### config.mk
export PLATFORM = sky130hd
export DESIGN_NAME = pdvm_div
export DESIGN_NICKNAME = d
export VERILOG_FILES = /design/src/rtl/core/assert_macros.svh /design/src/rtl/core/pdvm_pkg.sv /design/src/rtl/core/pdvm_div.sv
export SDC_FILE = /design/constraint.sdc
export NUM_CORES = 1
export LEC_CHECK = 0
export ABC_CLOCK_PERIOD_IN_PS = 4800
export BUFFER_PORTS_ARGS = -buffer_cell sky130_fd_sc_hd__buf_2
export CAP_MARGIN = 10
export CORE_ASPECT_RATIO = 0.75
export CORE_MARGIN = 2
export CORE_UTILIZATION = 30
export DETAILED_ROUTE_END_ITERATION = 8
export PLACE_DENSITY = 0.54
export SLEW_MARGIN = 20
export SYNTH_ARGS = -nofsm -noshare
export SYNTH_HDL_FRONTEND = slang
export SYNTH_SLANG_ARGS = --single-unit
### constraint.sdc
create_clock -name clk -period 4.8 [get_ports clk]
set_input_delay 0 -clock clk [delete_from_list [all_inputs] [get_ports clk]]
set_output_delay 0 -clock clk [all_outputs]
set_load 0.02 [all_outputs]
### src/rtl/core/assert_macros.svh
// Assertion macros shared by the RTL.
// Depends on nothing; users provide clk and rst_n in scope.
`ifndef ASSERT_MACROS_SVH
`define ASSERT_MACROS_SVH

// checked only out of reset
`define PDVM_ASSERT(lbl, prop, msg) \
  lbl: assert property (@(posedge clk) disable iff (!rst_n) prop) else $error(msg);

// checked at every edge
`define PDVM_ASSERT_ALWAYS(lbl, prop, msg) \
  lbl: assert property (@(posedge clk) prop) else $error(msg);

`endif

### src/rtl/core/pdvm_pkg.sv
// Package of the voice mixer: sizes, slot record, sine table builder.
// No dependencies.
package pdvm_pkg;

  localparam int VOICES          = 32;
  localparam int SINE_TABLE_BITS = 10;
  localparam int SINE_Q          = 1 << SINE_TABLE_BITS;
  localparam int CNT_W           = $clog2(VOICES + 1);
  localparam int DIV_W           = 44;
  localparam int DVS_W           = 20;
  localparam int ACC_W           = 64;
  localparam int PIPE_DEPTH      = 4;

  // phase step = 1961 * pitch + (914 * pitch + 735) / 1470, by reciprocal
  localparam logic [10:0] STEP_INT      = 11'd1961;
  localparam logic [9:0]  STEP_FRAC_MUL = 10'd914;
  localparam logic [9:0]  STEP_FRAC_RND = 10'd735;
  localparam logic [26:0] STEP_RECIP    = 27'd93495887;
  localparam int          STEP_SHIFT    = 37;

  localparam logic [24:0] LEVEL_ONE   = 25'h1000000;
  localparam longint unsigned HALF_PI_Q30 = 64'd1686629713;
  localparam longint unsigned TAYLOR_DEN [6] = '{64'd6, 64'd20, 64'd42, 64'd72, 64'd110,
                                                 64'd156};

  typedef struct packed {
    logic        active;
    logic        shape;
    logic [31:0] phase;
    logic [31:0] step;
    logic [15:0] loud;
    logic [24:0] level;
    logic [24:0] decay;
  } slot_t;

  typedef struct packed {
    logic        valid;
    logic        shape;
    logic [31:0] phase;
    logic [15:0] loud;
    logic [24:0] level;
  } mix_in_t;

  typedef logic [15:0] sine_rom_t [SINE_Q + 1];

  function automatic sine_rom_t build_sine_rom();
    sine_rom_t      rom;
    longint unsigned x;
    longint unsigned t;
    longint          sum;
    longint          r;
    for (int k = 0; k <= SINE_Q; k++) begin
      x   = (HALF_PI_Q30 * longint'(k)) >> SINE_TABLE_BITS;
      t   = x;
      sum = longint'(x);
      for (int n = 1; n <= 6; n++) begin
        t = (t * x) >> 30;
        t = ((t * x) >> 30) / TAYLOR_DEN[n - 1];
        if ((n % 2) == 1) sum = sum - longint'(t);
        else              sum = sum + longint'(t);
      end
      if (sum < 0) sum = 0;
      r = (sum + 16384) / 32768;
      if (r > 32767) r = 32767;
      rom[k] = r[15:0];
    end
    return rom;
  endfunction

endpackage

### src/rtl/core/pdvm_div.sv
// Restoring divider, one quotient bit per cycle.
// Depends on pdvm_pkg.
module pdvm_div (
  input  logic                       clk,
  input  logic                       rst_n,
  input  logic                       start,
  input  logic [pdvm_pkg::DIV_W-1:0] dividend,
  input  logic [pdvm_pkg::DVS_W-1:0] divisor,
  output logic [31:0]                quotient,
  output logic                       done
);

  localparam int DC_W = $clog2(pdvm_pkg::DIV_W);

  logic                       busy_r;
  logic                       done_r;
  logic [DC_W-1:0]            cnt_r;
  logic [pdvm_pkg::DIV_W-1:0] dvd_r;
  logic [pdvm_pkg::DVS_W-1:0] rem_r;
  logic [pdvm_pkg::DVS_W-1:0] dvs_r;
  logic [pdvm_pkg::DVS_W:0]   trial;
  logic                       fits;

  assign trial = {rem_r, dvd_r[pdvm_pkg::DIV_W-1]};
  assign fits  = trial >= {1'b0, dvs_r};

  always_ff @(posedge clk) begin
    if (!rst_n) begin
      busy_r <= 1'b0;
      done_r <= 1'b0;
      cnt_r  <= '0;
    end else begin
      done_r <= 1'b0;
      if (start) begin
        busy_r <= 1'b1;
        cnt_r  <= '0;
      end else if (busy_r) begin
        cnt_r <= cnt_r + 1'b1;
        if (cnt_r == DC_W'(pdvm_pkg::DIV_W - 1)) begin
          busy_r <= 1'b0;
          done_r <= 1'b1;
        end
      end
    end
  end

  always_ff @(posedge clk) begin
    if (start) begin
      dvd_r <= dividend;
      rem_r <= '0;
      dvs_r <= divisor;
    end else if (busy_r) begin
      dvd_r <= {dvd_r[pdvm_pkg::DIV_W-2:0], fits};
      rem_r <= fits ? pdvm_pkg::DVS_W'(trial - {1'b0, dvs_r})
                    : trial[pdvm_pkg::DVS_W-1:0];
    end
  end

  assign quotient = dvd_r[31:0];
  assign done     = done_r;

endmodule

### Word level (Yosys, flattened, before mapping)

Index checks and enable logic that the tools add are counted.

* register bits after elaboration: 92
* latch bits: 0
* RAM bits: 0
* memory bits (read-only): 0
* bits of input ports: 67
* logic and storage cells: 22
* memories kept: 0

* add/subtract/negate cells: 2
* multiply operators: 0
* divide/modulo/power cells: 0
* $lt $le $gt $ge: 1
* eq/ne operators: 1
* shifts and indexed selects: 0
* multiplexer cells: 7
* bitwise gates (word level): 2
* reduce and logical (&&, ||, !) cells: 3

Operator list (number)
* $mux 44: 2
* $ge 21x20->1: 1
* $mux 20: 1
* $sub 20x20->20: 1
* $add 6x1->6 const B: 1
* $eq 6x6->1 const B: 1
* $mux 1: 4
* $reduce_or 3->1: 1
* $not 1->1: 2
* $reduce_bool 2->1: 1
* $reduce_or 2->1: 1

### Longest topological paths before layout

* depth in word-level cells: 4
* gate-level depth with buffers: 11
* depth with buffers taken out: 10

### Worst setup path before layout

Ideal clock, no wire load.

* kind: reg-to-reg
* start point: reg dvs_r[1] (netlist bit)
* end point: reg dvd_r[0] (netlist bit), data pin
* arrival time: 2147 ps
* required time: 4540 ps
* slack: 2393 ps
* cell stages (with the launch flop): 10
* buffers on the path: 1
* period minus slack after synthesis: 2407 ps
* path through: edfxtp_1 > inv_1 > ha_1 > nor2b_1 > o211ai_1 > a21oi_1 > a211o_4 > a31o_2 > buf_6 > mux2_2

* word-level cells in the longest chain between the ends: 3

Ends and longest elaborated chain
* from (decl): RTL line pdvm_div.sv:20 `logic [pdvm_pkg::DVS_W-1:0] dvs_r;`
* from (signal assigned): RTL line pdvm_div.sv:51 `dvs_r <= divisor;`
* $ge 21x20->1: RTL line pdvm_div.sv:25 `assign fits = trial >= {1'b0, dvs_r};`
* $mux 44: RTL line pdvm_div.sv:52 `end else if (busy_r) begin`
* $mux 44: RTL line pdvm_div.sv:48 `if (start) begin`
* to (signal assigned): RTL line pdvm_div.sv:49 `dvd_r <= dividend;`
* to (signal assigned): RTL line pdvm_div.sv:53 `dvd_r <= {dvd_r[pdvm_pkg::DIV_W-2:0], fits};`
* to (decl): RTL line pdvm_div.sv:18 `logic [pdvm_pkg::DIV_W-1:0] dvd_r;`

Every way passes these cells. The select of a mux whose other input is x is not followed.
A chain may end at the register's enable or synchronous reset.

### Final worst setup path

* start point: reg dvs_r[10] (netlist bit)
* end point: reg rem_r[3] (netlist bit)

* word-level cells in the longest chain between the ends: 2

Ends and longest elaborated chain
* $ge 21x20->1: RTL line pdvm_div.sv:25
* $mux 20: RTL line pdvm_div.sv:54 `rem_r <= fits ? pdvm_pkg::DVS_W'(trial - {1'b0, dvs_r})`
* to (signal assigned): RTL line pdvm_div.sv:54
* to (decl): RTL line pdvm_div.sv:19 `logic [pdvm_pkg::DVS_W-1:0] rem_r;`

Every way passes these cells.

==> impl_metrics.toml <==
[worst_setup_path]
reg2reg_depth = 9
crit_path_start_kind = "flop"
cp.arrival_ns = 2.96
critPathCaptureType = "flop"
worstReg2RegEnd = "rem_r[3]"
crit_required_ns = 5.06
regToRegSetupSlack_ns = 2.10
critical_path_class = "reg2reg"
critical_path.reg2reg.startpoint = "dvs_r[10]"
critPathMaxFanout = 21

[flow_run]
drv_cap = 0

[die]
fp.dieH_microns = 118.8
rows = 41
die_width_microns = 157.1
ios = 100
core_area_sq_um = 17030
die_area_sq_um = 18670
start_util_pct = 30.97

[placed_design]
gp_congestion = 0.8791
io_buffers = 99
dpl.cell_count = 773
dp_hpwl_mm = 8.310

[sta]
min_period_ns = 2.704
clock_skew_ns = 0.006732
tightest_slew_ns = 0.9575
slew_viol_final = 0
tns_ns = 0
setup_viol = 0
finalHoldViolCount = 0
slew-limit-headroom_pct = 36.07
clock.fmax_mhz = 369.9
finalCritPeriodShare_pct = 56.33
rsz0062_at_grt = "no"

[logic_synthesis]
avgSynthCellArea_sq_um = 10.81
synthAdderAreaFrac_pct = 5.361
synth_cells = 488
yosysUniqueCellTypes = 60
synth_seq_cells = 92
synthFlopType = "edfxtp_1"
synth_top_family_by_area = "compound AO/OA/AOI/OAI gates"
ys_seq_area_share_pct = 47.06
synth-compound-area-share_pct = 14.35
synth.area.mux_share_pct = 9.962
synth_nets = 577
yosys.area_share.simple_pct = 12.31
synth_xor_xnor_area_share_pct = 2.324
synth_area_sq_um = 5275
async_flop_share_pct = 0
yosysWarnings = 0
synth_edf_count = 64

[final_layout]
postLayoutCoreUtil_pct = 39.36
fin_nets = 702
final_cell_mix = "buf_2 (98), dlygate4sd3_1 (65), edfxtp_1 (64), nand2_1 (46), mux2_2 (44)"
mostFrequentLayoutCell = "buf_2"
area_growth_pct = 27.06
n_antenna_cell = 0
final_cell_count_no_fill = 854
layout-drive-gt1-share_pct = 29.94

[global_route]
met1_usage_pct = 19.57
grt.met2_usage_pct = 19.93
grt_pass1_vias = 3995
grt.overflow.total = 0
grt.busiest_layer = "met2"
grt_pass1_wl_mm = 20.18
grt_util_met3_pct = 2.766
antenna_found_initial = 0
grt_max_degree = 64
grt.total_usage_pct = 13.52

[hold_path]
worst_hold_path.endpoint = "dvs_r[8]"
holdPathStages = 1
min_from = "start"
hold_path_class = "in2reg"

[power_and_ir_drop]
pwr-share-clk_pct = 33.9
p_leak_uw = 0.002672
power_uw = 2266
power.share.switching_pct = 28.36
p_sw_uw = 642.5
ir_worst_vdd_v = 0.0001891
p_seq_share_pct = 42.7
pwr-share-comb_pct = 23.5
pwr_density_cell_nw_per_um2 = 338.0
intPower_uw = 1623

[route]
initialDrtViolationCount = 225
drc = 0
wl_per_cell_microns = 14.34
ant_nets = 0
dr_total_vias = 3987
first_pass_iters = 4
viasPerCell = 4.669
routed_wl_mm = 12.25

[clock_tree]
cts.sinks = 92
clk_latency_ns = 0.35
cts_buffers = 9
cts_setup_buffers = 0
cts_tree = "built"
cts_resized = 0
cts_max_path_buffers = 2
clk_pin_slew_worst_paths_ns = 0.06
cts.htree.levels = 3
root_buffer = "clkbuf_16"

[outcome]
status = "finished clean"
==> synth_stat cells (2+ instances only) <==
cell type  instances  share of area, %
nor2_1            33               2.3
a311oi_2           8               2.3
nor4_1             2              0.24
nand2_1           46               3.3
a311oi_1           3              0.50
ha_1              21               5.0
nor3_1            11               1.0
a211oi_2           3              0.71
o22ai_1            4              0.47
a31oi_1            3              0.36
o31a_1             2              0.33
dfxtp_1           28                11
and3_1             2              0.24
or2_2              3              0.36
a21o_1             3              0.43
nand2b_1           4              0.47
mux2_2            44               9.4
nor2b_1            4              0.47
a21boi_0           2              0.28
inv_1             28               2.0
or3_1              6              0.71
xor2_1             6               1.0
nand4_1            6              0.71
buf_6              4              0.85
o21ai_0           14               1.3
buf_1              6              0.43
nand3_1            9              0.85
xnor2_1            8               1.3
a31o_2             2              0.33
buf_2              4              0.38
a21oi_1           24               2.3
o211ai_1           3              0.43
mux2i_1            3              0.57
clkbuf_1           6              0.43
a211oi_1           6              0.85
o21a_1             8               1.1
edfxtp_1          64                36
buf_4             32               4.6
or3b_1             2              0.33
==> flip-flops by register name, summed over array words and instances (netlist names) <==
signal  cells
dvs_r      20
cnt_r       6
done        1
dvd_r      44
busy_r      1
rem_r      20
==> final cells by class <==
type,count,area (sq um)
clock buffers,10,229.0
clock inverters,6,90.09
fillers,1683,10330
inverters,28,105.1
multi-input cells,316,2337
flip-flops and latches,92,2482
well taps,236,295.3
repair buffers,166,1164
==> through the flow <==
step	worst slack, ns	instance area [sq um]	hold WS, ns
final	2.096	6703	0.2278
after global placement	2.146	5733	0.1767
after global routing	1.847	6703	0.2744
after CTS	2.061	6703	0.2683
after floorplan	2.393	5275	0.09887
after detailed placement	2.104	5733	0.1781
==> layer usage <==
| layer | vias up | share of wire, % |
|---|---|---|
| met4 | 0 | 1.6 |
| met3 | 15 | 4.6 |
| met2 | 98 | 44 |
| met5 | - | 0 |
| met1 | 1868 | 50 |
| li1 | 2006 | - |
==> timing repair <==
item / CTS / global route
endpoints found under the hold margin: 65 / 0
hold buffers: 65 / 0
setup endpoints to repair: 0 / 0
==> power groups by stage <==
| stage | registers [uW] | clock network (uW) | logic (uW) |
|---|---|---|---|
| 4_1_cts | 967 | 794 | 533 |
| 3_5_place_dp | 983 | 0 | 487 |
| 6_report | 966 | 767 | 532 |
| 5_1_grt | 976 | 821 | 584 |
| 3_3_place_gp | 981 | 0 | 484 |
| 2_1_floorplan | 972 | 0 | 407 |
==> how the worst max path moves through the flow <==
| stage | from | to | slack (ns) | cells after the start |
|---|---|---|---|---|
| after CTS | dvs_r[10] | rem_r[3] | 2.06 | 9 |
| after floorplan | dvs_r[1] | dvd_r[0] | 2.39 | 9 |
| after global routing | dvs_r[10] | rem_r[3] | 1.85 | 9 |
| after detailed placement | dvs_r[10] | rem_r[19] | 2.10 | 9 |
| final | dvs_r[10] | rem_r[3] | 2.10 | 9 |
| after global placement | dvs_r[15] | dvd_r[0] | 2.15 | 8 |
==> worst max-delay path: stages (launching register included) <==
cell and delay, ns:
edfxtp_1 0.33, inv_1 0.04, ha_1 0.45, nand3_2 0.16
nor3_1 0.27, a2111oi_1 0.14, o21ai_2 0.29, a31o_2 0.48
nand2_1 0.14, a311oi_2 0.30
==> kinds of logic after synthesis <==
kind of cell | Yosys count
AO/OA/AOI/OAI | 98
XOR/XNOR | 14
adder cells (fa/ha/maj) | 22
buffers and inverters | 80
flip-flops | 92
multiplexers | 47
AND/OR/NAND/NOR | 135
Power figures use the tool's default switching activity.
