**config.mk**
```make
export PLATFORM = sky130hd
export DESIGN_NAME = pdvm_cell
export DESIGN_NICKNAME = d
export VERILOG_FILES = /design/src/rtl/core/assert_macros.svh /design/src/rtl/core/pdvm_pkg.sv /design/src/rtl/core/pdvm_cell.sv
export SDC_FILE = /design/constraint.sdc
export NUM_CORES = 1
export LEC_CHECK = 0
export BUFFER_PORTS_ARGS = -buffer_cell sky130_fd_sc_hd__buf_2
export CAP_MARGIN = 5
export CORE_MARGIN = 4
export CORE_UTILIZATION = 34
export CTS_CLUSTER_DIAMETER = 40
export CTS_CLUSTER_SIZE = 20
export DETAILED_ROUTE_END_ITERATION = 16
export HOLD_SLACK_MARGIN = 0.12
export PLACE_DENSITY = 0.65
export SYNTH_ARGS = -nofsm -noshare
export SYNTH_HDL_FRONTEND = slang
export SYNTH_SLANG_ARGS = --single-unit
```
**constraint.sdc**
```tcl
create_clock -name clk -period 1.8 [get_ports clk]
set_clock_uncertainty 0.2 [all_clocks]
set_input_delay 0.27 -clock clk [delete_from_list [all_inputs] [get_ports clk]]
set_output_delay 0.27 -clock clk [all_outputs]
set_load 0.01 [all_outputs]
```
**src/rtl/core/assert_macros.svh**
```systemverilog
// Assertion macros shared by the RTL.
// Depends on nothing; users provide clk and rst_n in scope.
`ifndef ASSERT_MACROS_SVH
`define ASSERT_MACROS_SVH

// checked only out of reset
`define PDVM_ASSERT(lbl, prop, msg) \
  lbl: assert property (@(posedge clk) disable iff (!rst_n) prop) else $error(msg);

// checked at every edge
`define PDVM_ASSERT_ALWAYS(lbl, prop, msg) \
  lbl: assert property (@(posedge clk) prop) else $error(msg);

`endif

```
**src/rtl/core/pdvm_pkg.sv**
```systemverilog
// Package of the voice mixer: sizes, slot record, sine table builder.
// No dependencies.
package pdvm_pkg;

  localparam int VOICES          = 32;
  localparam int SINE_TABLE_BITS = 10;
  localparam int SINE_Q          = 1 << SINE_TABLE_BITS;
  localparam int CNT_W           = $clog2(VOICES + 1);
  localparam int DIV_W           = 44;
  localparam int DVS_W           = 20;
  localparam int ACC_W           = 64;
  localparam int PIPE_DEPTH      = 4;

  // phase step = 1961 * pitch + (914 * pitch + 735) / 1470, by reciprocal
  localparam logic [10:0] STEP_INT      = 11'd1961;
  localparam logic [9:0]  STEP_FRAC_MUL = 10'd914;
  localparam logic [9:0]  STEP_FRAC_RND = 10'd735;
  localparam logic [26:0] STEP_RECIP    = 27'd93495887;
  localparam int          STEP_SHIFT    = 37;

  localparam logic [24:0] LEVEL_ONE   = 25'h1000000;
  localparam longint unsigned HALF_PI_Q30 = 64'd1686629713;
  localparam longint unsigned TAYLOR_DEN [6] = '{64'd6, 64'd20, 64'd42, 64'd72, 64'd110,
                                                 64'd156};

  typedef struct packed {
    logic        active;
    logic        shape;
    logic [31:0] phase;
    logic [31:0] step;
    logic [15:0] loud;
    logic [24:0] level;
    logic [24:0] decay;
  } slot_t;

  typedef struct packed {
    logic        valid;
    logic        shape;
    logic [31:0] phase;
    logic [15:0] loud;
    logic [24:0] level;
  } mix_in_t;

  typedef logic [15:0] sine_rom_t [SINE_Q + 1];

  function automatic sine_rom_t build_sine_rom();
    sine_rom_t      rom;
    longint unsigned x;
    longint unsigned t;
    longint          sum;
    longint          r;
    for (int k = 0; k <= SINE_Q; k++) begin
      x   = (HALF_PI_Q30 * longint'(k)) >> SINE_TABLE_BITS;
      t   = x;
      sum = longint'(x);
      for (int n = 1; n <= 6; n++) begin
        t = (t * x) >> 30;
        t = ((t * x) >> 30) / TAYLOR_DEN[n - 1];
        if ((n % 2) == 1) sum = sum - longint'(t);
        else              sum = sum + longint'(t);
      end
      if (sum < 0) sum = 0;
      r = (sum + 16384) / 32768;
      if (r > 32767) r = 32767;
      rom[k] = r[15:0];
    end
    return rom;
  endfunction

endpackage

```
**src/rtl/core/pdvm_cell.sv**
```systemverilog
// One voice slot of the rotating slot chain.
// Depends on pdvm_pkg.
module pdvm_cell (
  input  logic            clk,
  input  logic            rst_n,
  input  logic            shift,
  input  pdvm_pkg::slot_t d,
  output pdvm_pkg::slot_t q
);

  logic            active_r;
  pdvm_pkg::slot_t slot_r;

  always_ff @(posedge clk) begin
    if (!rst_n) begin
      active_r <= 1'b0;
    end else if (shift) begin
      active_r <= d.active;
    end
  end

  always_ff @(posedge clk) begin
    if (shift) begin
      slot_r <= d;
    end
  end

  always_comb begin
    q        = slot_r;
    q.active = active_r;
  end

endmodule

```
==> results of run 1 <==
==> metrics by stage <==
step           cells  worst slack (ns)  hold WS, ns  util [%]
3_5_place_dp     545             0.430        0.248      48.4
3_3_place_gp     545             0.431        0.247      48.4
2_1_floorplan    135             0.915        0.169         -
==> cell usage after synthesis <==
| master | number | area [µm²] |
|---|---|---|
| sky130_fd_sc_hd__buf_4 | 1 | 7.51 |
| sky130_fd_sc_hd__dfxtp_1 | 1 | 20.0 |
| sky130_fd_sc_hd__edfxtp_1 | 131 | 3930 |
| sky130_fd_sc_hd__mux2i_1 | 1 | 10.0 |
| sky130_fd_sc_hd__nor2b_1 | 1 | 6.26 |
==> cell families after synthesis <==
family / count (synthesis)
multiplexers: 1
buffers and inverters: 1
AND/OR/NAND/NOR: 1
flip-flops: 132
==> results, run 1 <==
- The tool reported: "[ERROR RSZ-0060] Max buffer count reached".
- The chip width is 116 µm.
- At the end of routability-driven placement, the weighted congestion stood at between 0.7 and 0.8.
- The dominant combinational cell family by area after synthesis is multiplexers.
- The level count of the clock H-tree is 4.
- The die is 116 µm tall.
- A synthesized cell averages around 30 µm².
- After Yosys synthesis, and, or, nand and nor cells account for 0.157% of the synthesized area.
- The number of unique standard cell types used by synthesis is 5.
- Of the total synthesized cell area, the portion taken by XOR and XNOR cells is 0%.
- Row generation in the floorplan step produced 39 rows.
- The flip-flop and latch count after synthesis is 132.
- Summing the areas of all fa, ha and maj instances in the mapped netlist gives 0% of the synthesized area.
- Summing the areas of all compound-gate instances in the mapped netlist gives 0% of the synthesized area.
- Summed over all nets, the half-perimeter wirelength after detailed placement is around 7500 µm.
- The stopping stage is 4_1_cts.
- The mapped netlist covers between 3000 and 4000 µm².
- The top-level port count is 267.
- The count of yosys warnings during synthesis is 0.
- Counting every sink on the clock net gives 132.
- The CTS root buffer is sky130_fd_sc_hd__clkbuf_16.
- The number of post-CTS setup repair buffers is 0.
- The number of gates resized after cts is 0.
- Once the floorplan was initialized, standard cells occupied about a third of the core.
- The number of nets handed over by synthesis was 270.
- The cell area reported after detailed placement is roughly 5500 µm².
- The flow did not finish.
- The total of hold buffers inserted after clock tree synthesis is ~120.
- Sequential cells were found to cover 99.4% of the synthesized design area.
- Counting the buffers created by CTS gives 17.
- The synthesized instance count is 135.
- In this run the tool buffered the top-level ports with 266 buffer cells.
- The share of cell area taken by muxes after synthesis is 0.252%.
- The longest clock path from root to sink contains 2 buffers.
==> run 2, diff against run 1 <==
--- a/config.mk
+++ b/config.mk
@@ -8,12 +8,9 @@
 export BUFFER_PORTS_ARGS = -buffer_cell sky130_fd_sc_hd__buf_2
 export CAP_MARGIN = 5
 export CORE_MARGIN = 4
-export CORE_UTILIZATION = 34
-export CTS_CLUSTER_DIAMETER = 40
-export CTS_CLUSTER_SIZE = 20
+export CORE_UTILIZATION = 20
 export DETAILED_ROUTE_END_ITERATION = 16
-export HOLD_SLACK_MARGIN = 0.12
-export PLACE_DENSITY = 0.65
+export PLACE_DENSITY_LB_ADDON = 0.15
 export SYNTH_ARGS = -nofsm -noshare
 export SYNTH_HDL_FRONTEND = slang
 export SYNTH_SLANG_ARGS = --single-unit
==> results, run 2 <==
- The average instance area after synthesis is 29.5 µm² (unchanged).
- The register cell area after layout is 3950 µm².
- The routed wire length is 12700 µm.
- The standby leakage power is about 0.0032 µW.
- Summing all non-filler instances in the final layout gives an area of roughly 7600 µm².
- The routed layout has 3029 vias.
- The number of global-route vias before repair is 3555.
- The highest attainable clock frequency is 677 MHz.
- The worst register-to-register path begins at active_r$_SDFFE_PN0P_.
- The critical path buffer and inverter count is 3.
- From synthesis to final layout, the design area changed by 91.2%.
- The first-pass GRT wire length is 19000 µm.
- The ratio of total power to cell area is 1030 nW/µm².
- The top-level port count is 267 (unchanged).
- The cell area reported after detailed placement came to 5710 µm² (was 5520 µm²).
- For this run, design rule violations remaining after detail routing come to 0.
- Entering global routing, the biggest net connects 40 pins.
- In this run the most critical hold path is launched from shift.
- Setup repair after global routing left no endpoint under its margin.
- The setup path with the least slack is of type primary input to flop.
- The die span in y came to 149 µm (was 116 µm).
- The share of synthesized flip-flops with an asynchronous set or reset is 0% (unchanged).
- Along the worst path, the maximum fanout reaches 1.
- For this run the aggregate overflow at the end of global routing stands at 0.
- The count of buffers from port buffering is 266 (unchanged).
- The number of buffers created by CTS is 17 (unchanged).
- The area of the mapped netlist is 3980 µm² (unchanged).
- The multi-input logic area is 16.3 µm².
- The level count of the clock H-tree was 4 (unchanged).
- The worst setup path is launched from a primary input.
- The portion of synthesized cell area occupied by the leading cell type is 98.9% (unchanged).
- The post-route clock period utilization is 82.0%.
- The capturing element type of the critical path is a flop.
- After the last flow step, the layout net total stands at 693.
- The proportion of synthesized chip area in sequential cells is 99.4% (unchanged).
- The cell with the most instances after synthesis is sky130_fd_sc_hd__edfxtp_1 (unchanged).
- The number of unique standard cell types used by synthesis came to 5 (unchanged).
- The number of endpoints failing setup at the final stage is 0.
- The leading register cell type out of synthesis is sky130_fd_sc_hd__edfxtp_1 (unchanged).
- Before antenna repair, the detailed router went through 4 iterations.
- The fraction of final layout cells sized beyond drive strength 1 is roughly 53%.
- The count of yosys warnings during synthesis came to 0 (unchanged).
- Leaving out fill and tap cells, the most frequent cell in the layout is sky130_fd_sc_hd__buf_2.
- The region available for standard cell placement spans just under 20000 µm².
- The number of max-cap violations is 0.
- The total of hold buffers inserted after clock tree synthesis is 133 (was 116).
- Among all stages on the critical path, the largest delay is contributed by sky130_fd_sc_hd__dlygate4sd3_1.
- Counting stages on the worst path, the most repeated cell is sky130_fd_sc_hd__dlygate4sd3_1.
- The arrival time at the worst endpoint is 1.58 ns.
- The number of nets with antenna violations after routing is 0.
- After detailed routing, the average wire length per cell comes to between 15 and 20 µm.
- The worst-case IR drop observed on VDD is 0.590 mV.
- The CTS root buffer is sky130_fd_sc_hd__clkbuf_16 (unchanged).
- The antenna diode count is 0.
- The initial antenna violation count was 0.
- Status: finished clean (was aborted with a tool error).
- Traced cell by cell, the critical path runs through dlygate4sd3_1 > buf_2 > nor2b_1 > dlygate4sd3_1.
- After detailed routing, the number of vias per cell comes to between 3 and 4.
- The clock latency reported for the late side of the worst-skew pair is 0.41 ns.
- The relative slew slack is 74.0%.
- The post-placement cell count is 671 (was 545).
- Summed over all failing endpoints, the final setup total negative slack is 0 ns.
- The effective utilization at floorplan was 20.4% (was 34.8%).
- The chip width is 149 µm (was 116 µm).
- In the layout the commonest cells are sky130_fd_sc_hd__buf_2, sky130_fd_sc_hd__dlygate4sd3_1, sky130_fd_sc_hd__edfxtp_1, sky130_fd_sc_hd__clkbuf_16, sky130_fd_sc_hd__clkinvlp_4.
- The source of the critical timing path is rst_n.
- The cell class contributing the biggest share of worst-path delay is buffers and inverters.
- The floorplan step defined a die boundary enclosing 22200 µm².
- In this run the worst hold path is classified as primary input to flop.
- Top post-synthesis cells by count: sky130_fd_sc_hd__edfxtp_1, sky130_fd_sc_hd__buf_4, sky130_fd_sc_hd__dfxtp_1, sky130_fd_sc_hd__mux2i_1, sky130_fd_sc_hd__nor2b_1 (unchanged).
- The final weighted congestion in routability-driven placement is 0.736 (was 0.756).
- The post-synthesis net count is 270 (unchanged).
- The placed wire-length estimate after detailed placement was 9040 µm (was 7550 µm).
- The register clock-pin slew on the reported worst setup and hold paths is 0.06 ns.
- The hold violation total from the final report was 0.
- The max-slew violation count is 0.
- The flip-flop count of the largest register, all copies and words added is 131.
- Counting the fill cells in the layout gives 1863.
- For this run, the share of the core covered by cells in the final layout is between 30% and 40%.
- The final cell count without fillers is 836.
- The number of cell rows is 51 (was 39).
- In this design, the stage delay of the slowest critical-path cell is 0.54 ns.
- The synthesized instance count is 135 (unchanged).
- The number of synthesized flops with an enable pin was 131 (unchanged).
- Biggest area contributors in the synthesized netlist: sky130_fd_sc_hd__edfxtp_1, sky130_fd_sc_hd__dfxtp_1, sky130_fd_sc_hd__mux2i_1, sky130_fd_sc_hd__buf_4, sky130_fd_sc_hd__nor2b_1 (unchanged).
- The number of buffers between clock root and the deepest sink was 2 (unchanged).
- TritonCTS built the clock tree.
- The flip-flop and latch count after synthesis is 132 (unchanged).
- The violation count after the first detailed-route iteration is 70.
- In the global route stage, overall resource usage came out at 11.5%.
- Power comes to 7840 µW.
- The number of gates resized after cts is 0 (unchanged).
- The library cell with the largest summed area after synthesis is sky130_fd_sc_hd__edfxtp_1 (unchanged).
- The total clock sinks came to 132 (unchanged).
- The number of post-CTS setup repair buffers is 0 (unchanged).
- The worst path required time is between 1.5 and 2 ns.
- The worst path in the final design needs a cycle of 1.48 ns, including I/O delays and setup.
- The transition at the pin with the smallest max-transition slack is 0.390 ns.
[run 2: cell counts after synthesis]
Identical to the previous run, type by type.
[run 2: worst register-to-register path, cell delays in order, from the launching register on]
cell and delay [ns]:
sky130_fd_sc_hd__dfxtp_1 0.32, sky130_fd_sc_hd__mux2i_1 0.12, sky130_fd_sc_hd__nor2b_1 0.06, sky130_fd_sc_hd__dlygate4sd3_1 0.54
[run 2: final timing paths]
check	to	slack [ns]	depth (start not counted)
setup / recovery	active_r$_SDFFE_PN0P_	0.32	4
hold / removal	q[111]$_DFFE_PP_	0.10	1
setup reg to reg	active_r$_SDFFE_PN0P_	0.45	3
hold reg to reg	active_r$_SDFFE_PN0P_	0.87	3
[run 2: report_power, final]
group	total (µW)	leakage, µW	internal, µW	switching, µW
sequential	3710	0.00129	3650	61.1
combinational	842	0.00165	457	385
clock	3290	0.000259	1950	1340
[run 2: stage by stage]
| stage | hold WS (ns) | setup WS [ns] |
|---|---|---|
| floorplan | 0.169 | 0.915 |
| global placement | 0.247 | 0.349 |
| detailed placement | 0.248 | 0.315 |
| CTS | 0.0914 | 0.297 |
| global route | 0.0941 | 0.285 |
| finish | 0.101 | 0.324 |
[run 2: area by class of cell]
cell class              instances  share of cell area [%]
multi-input cells               2                   0.214
repair buffers                405                    36.0
flip-flops and latches        132                    52.0
well taps                     265                    4.36
clock inverters                13                    1.63
clock buffers                  19                    5.83
[run 2: cell families (layout without fill, tap and decap cells)]
| family | count (synthesis) | in the layout | share of synthesized area [%] |
|---|---|---|---|
| DFF | 132 | 132 | 99.4 |
| and+or+nand+nor | 1 | 1 | 0.157 |
| muxes | 1 | 1 | 0.252 |
| buffers and inverters | 1 | 437 | 0.189 |
[run 2: layer usage]
layer / up-vias / track usage (%) / wire [µm]
li1: 1395 / - / -
met1: 1448 / 11.2 / 4470
met2: 162 / 20.1 / 6690
met3: 24 / 5.99 / 1180
met4: 0 / 5.31 / 373
met5: - / 0 / 0
Power figures use the tool's default switching activity.
